**config.mk**
```make
export PLATFORM = sky130hd
export DESIGN_NAME = skt_cell
export DESIGN_NICKNAME = d
export VERILOG_FILES = /design/src/rtl/core/skt_pkg.sv /design/src/rtl/core/skt_cell.sv
export SDC_FILE = /design/constraint.sdc
export NUM_CORES = 1
export LEC_CHECK = 0
export BUFFER_PORTS_ARGS = -buffer_cell sky130_fd_sc_hd__buf_2
export CAP_MARGIN = 20
export CORE_AREA = 2 2 166 168
export DETAILED_ROUTE_END_ITERATION = 6
export DIE_AREA = 0 0 168 170
export PLACE_DENSITY_LB_ADDON = 0.25
export SLEW_MARGIN = 25
export SYNTH_ARGS = -nofsm -noshare
export SYNTH_HDL_FRONTEND = slang
export SYNTH_SLANG_ARGS = --single-unit
```
**constraint.sdc**
```tcl
create_clock -name clk -period 10.44 [get_ports clk]
set_input_delay 1.044 -clock clk [delete_from_list [all_inputs] [get_ports clk]]
set_output_delay 1.044 -clock clk [all_outputs]
set_load 0.01 [all_outputs]
```
**src/rtl/core/skt_pkg.sv**
```systemverilog
package skt_pkg;

  localparam int CAPACITY   = 16;
  localparam int NAME_CHARS = 8;

  localparam int KEY_W         = 32;
  localparam int NAME_W        = 64;
  localparam int AGE_W         = 8;
  localparam int ENTRY_COUNT_W = 5;
  localparam int CNT_W         = $clog2(CAPACITY + 1);

  localparam int S_DATA_W = 104;
  localparam int M_DATA_W = 112;

  typedef enum logic [1:0] {
    CMD_INSERT = 2'd0,
    CMD_DELETE = 2'd1,
    CMD_CLEAR  = 2'd2,
    CMD_DUMP   = 2'd3
  } cmd_t;

  typedef struct packed {
    logic signed [KEY_W-1:0] key;
    logic [NAME_W-1:0]       name;
    logic [AGE_W-1:0]        age;
  } rec_t;

  // operation broadcast to every cell of the row
  typedef struct packed {
    logic ins;
    logic del;
    logic rot;
    rec_t new_rec;
  } cell_ctrl_t;

  // string copy of the packed name: keep bytes up to the first zero byte
  function automatic logic [NAME_W-1:0] clip_name(input logic [NAME_W-1:0] w);
    logic [NAME_W-1:0] r;
    logic              stop;
    r    = '0;
    stop = 1'b0;
    for (int i = 0; i < NAME_CHARS; i++) begin
      if (w[8*i +: 8] == 8'd0) begin
        stop = 1'b1;
      end
      if (!stop) begin
        r[8*i +: 8] = w[8*i +: 8];
      end
    end
    return r;
  endfunction

endpackage

```
**src/rtl/core/skt_cell.sv**
```systemverilog
module skt_cell
  import skt_pkg::*;
(
  input  logic       clk,
  input  cell_ctrl_t ctrl,
  input  logic       occupied,
  input  logic       left_lt,
  input  rec_t       left_rec,
  input  rec_t       right_rec,
  output rec_t       rec,
  output logic       lt
);

  // stored key below the key on the bus; along the sorted row this is a prefix
  always_comb begin
    lt = occupied && ($signed(rec.key) < $signed(ctrl.new_rec.key));
  end

  always_ff @(posedge clk) begin
    if (ctrl.ins && !lt) begin
      // first cell not below the key takes the new record, the rest move right
      rec <= left_lt ? ctrl.new_rec : left_rec;
    end else if (ctrl.del && !lt) begin
      rec <= right_rec;
    end else if (ctrl.rot) begin
      rec <= right_rec;
    end
  end

endmodule

```
==> impl_metrics.py <==
metrics = {
    "run_status": {
        "status": "complete, no violations",
    },
    "route": {
        "num_vias": 5615,
        "wl_met2_mm": 10.8,
        "highest_layer": "met5",
        "drcViolationCount": 0,
        "post_drt_wl_per_cell_um": 15.9,
        "postRouteAntennaNets": 0,
        "drt_iter0_drc": 220,
        "wirelength_mm": 21.1,
        "wl_met1_mm": 8.54,
        "met3_wirelength_mm": 1.50,
        "dr.pass1.iters": 4,
        "vias_per_cell": 4.24,
    },
    "die": {
        "die_w_um": 168,
        "core-area_mm2": 0.0267,
        "pin_count": 423,
        "die_h_um": 170,
        "die_area_mm2": 0.0286,
        "rows": 60,
        "start_util": 0.235,
    },
    "synth": {
        "seq_area_frac_synth": 0.498,
        "syn_nets": 923,
        "ys_ff_latch": 104,
        "async_flop_share": 0,
        "synthCells": 574,
        "synth_ff_type": "edfxtp_1",
        "yosysWarningCount": 0,
        "syn_area_per_cell_um2": 10.9,
        "synth_edf_count": 104,
        "synthDistinctLibCells": 33,
        "syn_area_mm2": 0.00627,
    },
    "sta": {
        "fmax_mhz": 224,
        "fin_crit_sh": 0.427,
        "setup_tns_ns": 0,
        "slew_headroom": 0.361,
        "report.final.setup_viol": 0,
        "finalCriticalPeriod_ns": 4.46,
        "skew_ns": 0.0146,
        "slew_violations": 0,
        "tightest_slew_ns": 0.959,
        "rsz0062_at_grt": "false",
        "whs_ns": 0.959,
        "finalHoldViolCount": 0,
    },
    "global_routing": {
        "grt_pass1_wl_mm": 30.8,
        "antenna_found_initial": 2,
        "grtUsageTotal": 0.142,
        "grt_pass1_vias": 5483,
        "grt_overflow_total": 0,
        "grt_start_max_net_pins": 85,
    },
    "min_path": {
        "hp-start": "right_rec[41]",
        "min_to": "rec[41]",
        "min_delay_path_depth": 3,
        "worstHoldPathType": "in -> reg",
    },
    "clock_tree": {
        "htree_levels": 3,
        "clkLatencyLatePin_ns": 0.35,
        "hold_buffers": 0,
        "cts_buffers": 9,
        "clock_path_buffers": 2,
        "post_cts_resized": 0,
        "clock-sinks": 104,
        "post_cts_buffers": 0,
        "clkTransAtPathRegs_ns": 0.08,
        "cts_tree": "yes",
        "cts-root-buf": "clkbuf_16",
    },
    "layout": {
        "regMostFlops": "rec",
        "instances_no_fill": 1324,
        "antennaDiodeCount": 0,
        "area_delta_synth_final_pct": 43.4,
        "fin_nets": 1328,
        "design_area_mm2": 0.00899,
        "largest_reg_flops": 104,
        "drive_above_1_share": 0.497,
        "reg_top3": "rec (104)",
    },
    "setup_path": {
        "ff2ff_path_depth": 10,
        "r2r-end": "rec[96]",
        "path_max_fanout": 53,
        "r2r_setup_slack_ns": 6.34,
        "path_class": "in -> reg",
        "cp.arrival_ns": 4.44,
        "critPathLaunchType": "primary input",
        "cp_data_required_time_ns": 10.42,
        "cp-end-kind": "register",
        "r2r_start": "rec[103]",
        "worstSetupStartpoint": "ctrl[103]",
    },
    "power": {
        "p_leak_nw": 4.52,
        "p_total_mw": 1.52,
        "powerDensity_mw_per_mm2": 169,
        "ir_drop_uv": 77.5,
    },
    "placed_design": {
        "port_buffers": 422,
        "placedInstanceArea_mm2": 0.00869,
        "dpl.hpwl_mm": 17.3,
        "place_inst": 1309,
        "gp_congestion": 0.787,
    },
    "flow_run": {
        "drv_cap": 0,
    },
}
cell usage after synthesis (5+ instances only):
cell | count | share of area
clkbuf_1 | 18 | 0.011
ha_1 | 31 | 0.062
mux2i_1 | 104 | 0.17
inv_1 | 34 | 0.020
nand2_1 | 93 | 0.056
a21oi_1 | 12 | 0.0096
o21ai_0 | 89 | 0.071
nand4_1 | 6 | 0.0060
buf_2 | 9 | 0.0072
nand2_2 | 20 | 0.020
o21ai_2 | 21 | 0.029
nor2_1 | 5 | 0.0030
edfxtp_1 | 104 | 0.50
worst max-delay path, cell delays in order:
cell     delay, ns
buf_2         0.09
inv_1         0.04
ha_1          0.35
nand4_1       0.18
nor4_1        0.49
o21ai_1       0.19
a31oi_4       0.24
nor2_1        0.08
xnor2_1       0.17
a31oi_4       0.19
buf_4         0.56
buf_4         0.68
area by class of cell:
| cell class | instances | area (um^2) |
|---|---|---|
| fill | 2775 | 17700 |
| clock inverter | 6 | 76.3 |
| multi-input combinational | 402 | 2850 |
| inverter | 34 | 128 |
| timing repair buffer | 428 | 2160 |
| sequential | 104 | 3120 |
| clock buffer | 9 | 225 |
| tap | 341 | 427 |
kinds of logic after synthesis:
group	count (synthesis)	share of synthesized area
AO/OA/AOI/OAI	133	0.130
XOR/XNOR	1	0.00140
adder cells (fa/ha/maj)	31	0.0619
buffers and inverters	68	0.0495
flip-flops	104	0.498
multiplexers	104	0.166
AND/OR/NAND/NOR	133	0.0928
worst max-delay path by stage:
| stage | slack (ns) | end | depth (start not counted) |
|---|---|---|---|
| floorplan | 2.24 | rec[0] | 9 |
| global placement | 5.53 | rec[94] | 12 |
| detailed placement | 5.54 | rec[94] | 12 |
| CTS | 5.91 | rec[100] | 12 |
| global route | 5.71 | rec[94] | 12 |
| finish | 5.98 | rec[96] | 12 |
where the power goes:
| group | switching [mW] | internal (mW) | total (mW) | leakage [nW] |
|---|---|---|---|---|
| logic | 0.313 | 0.209 | 0.521 | 3.29 |
| registers | 0.0377 | 0.606 | 0.644 | 1.08 |
| clock network | 0.164 | 0.189 | 0.353 | 0.148 |
| total | 0.514 | 1.00 | 1.52 | 4.52 |
stage by stage:
stage / utilization / setup slack [ns]
after CTS: 0.337 / 5.91
final: 0.337 / 5.98
after global routing: 0.337 / 5.71
after global placement: 0.326 / 5.53
after floorplan: - / 2.24
after detailed placement: 0.326 / 5.54
metal layers:
metal / global-route usage / up-vias
met5: 0 / -
met1: 0.167 / 2474
met3: 0.0374 / 14
li1: - / 2882
met2: 0.257 / 243
met4: 0.0340 / 2
cells in the final DEF (no fill, tap or decap), types with 2 or more instances in the layout:
cell       count
nand3_1        2
a21oi_1       12
buf_4          6
buf_2        421
nor2_1         5
a21o_1         2
ha_1          31
mux2i_1      104
nand4_1        6
nand2_1       93
o21ai_2       21
clkinv_4       3
o21ai_0       89
edfxtp_1     104
a31oi_4        2
nand2_2       20
and2_1         2
inv_1         34
nor3_1         2
clkbuf_16      9
nand2b_1       2
Power figures use the tool's default switching activity.
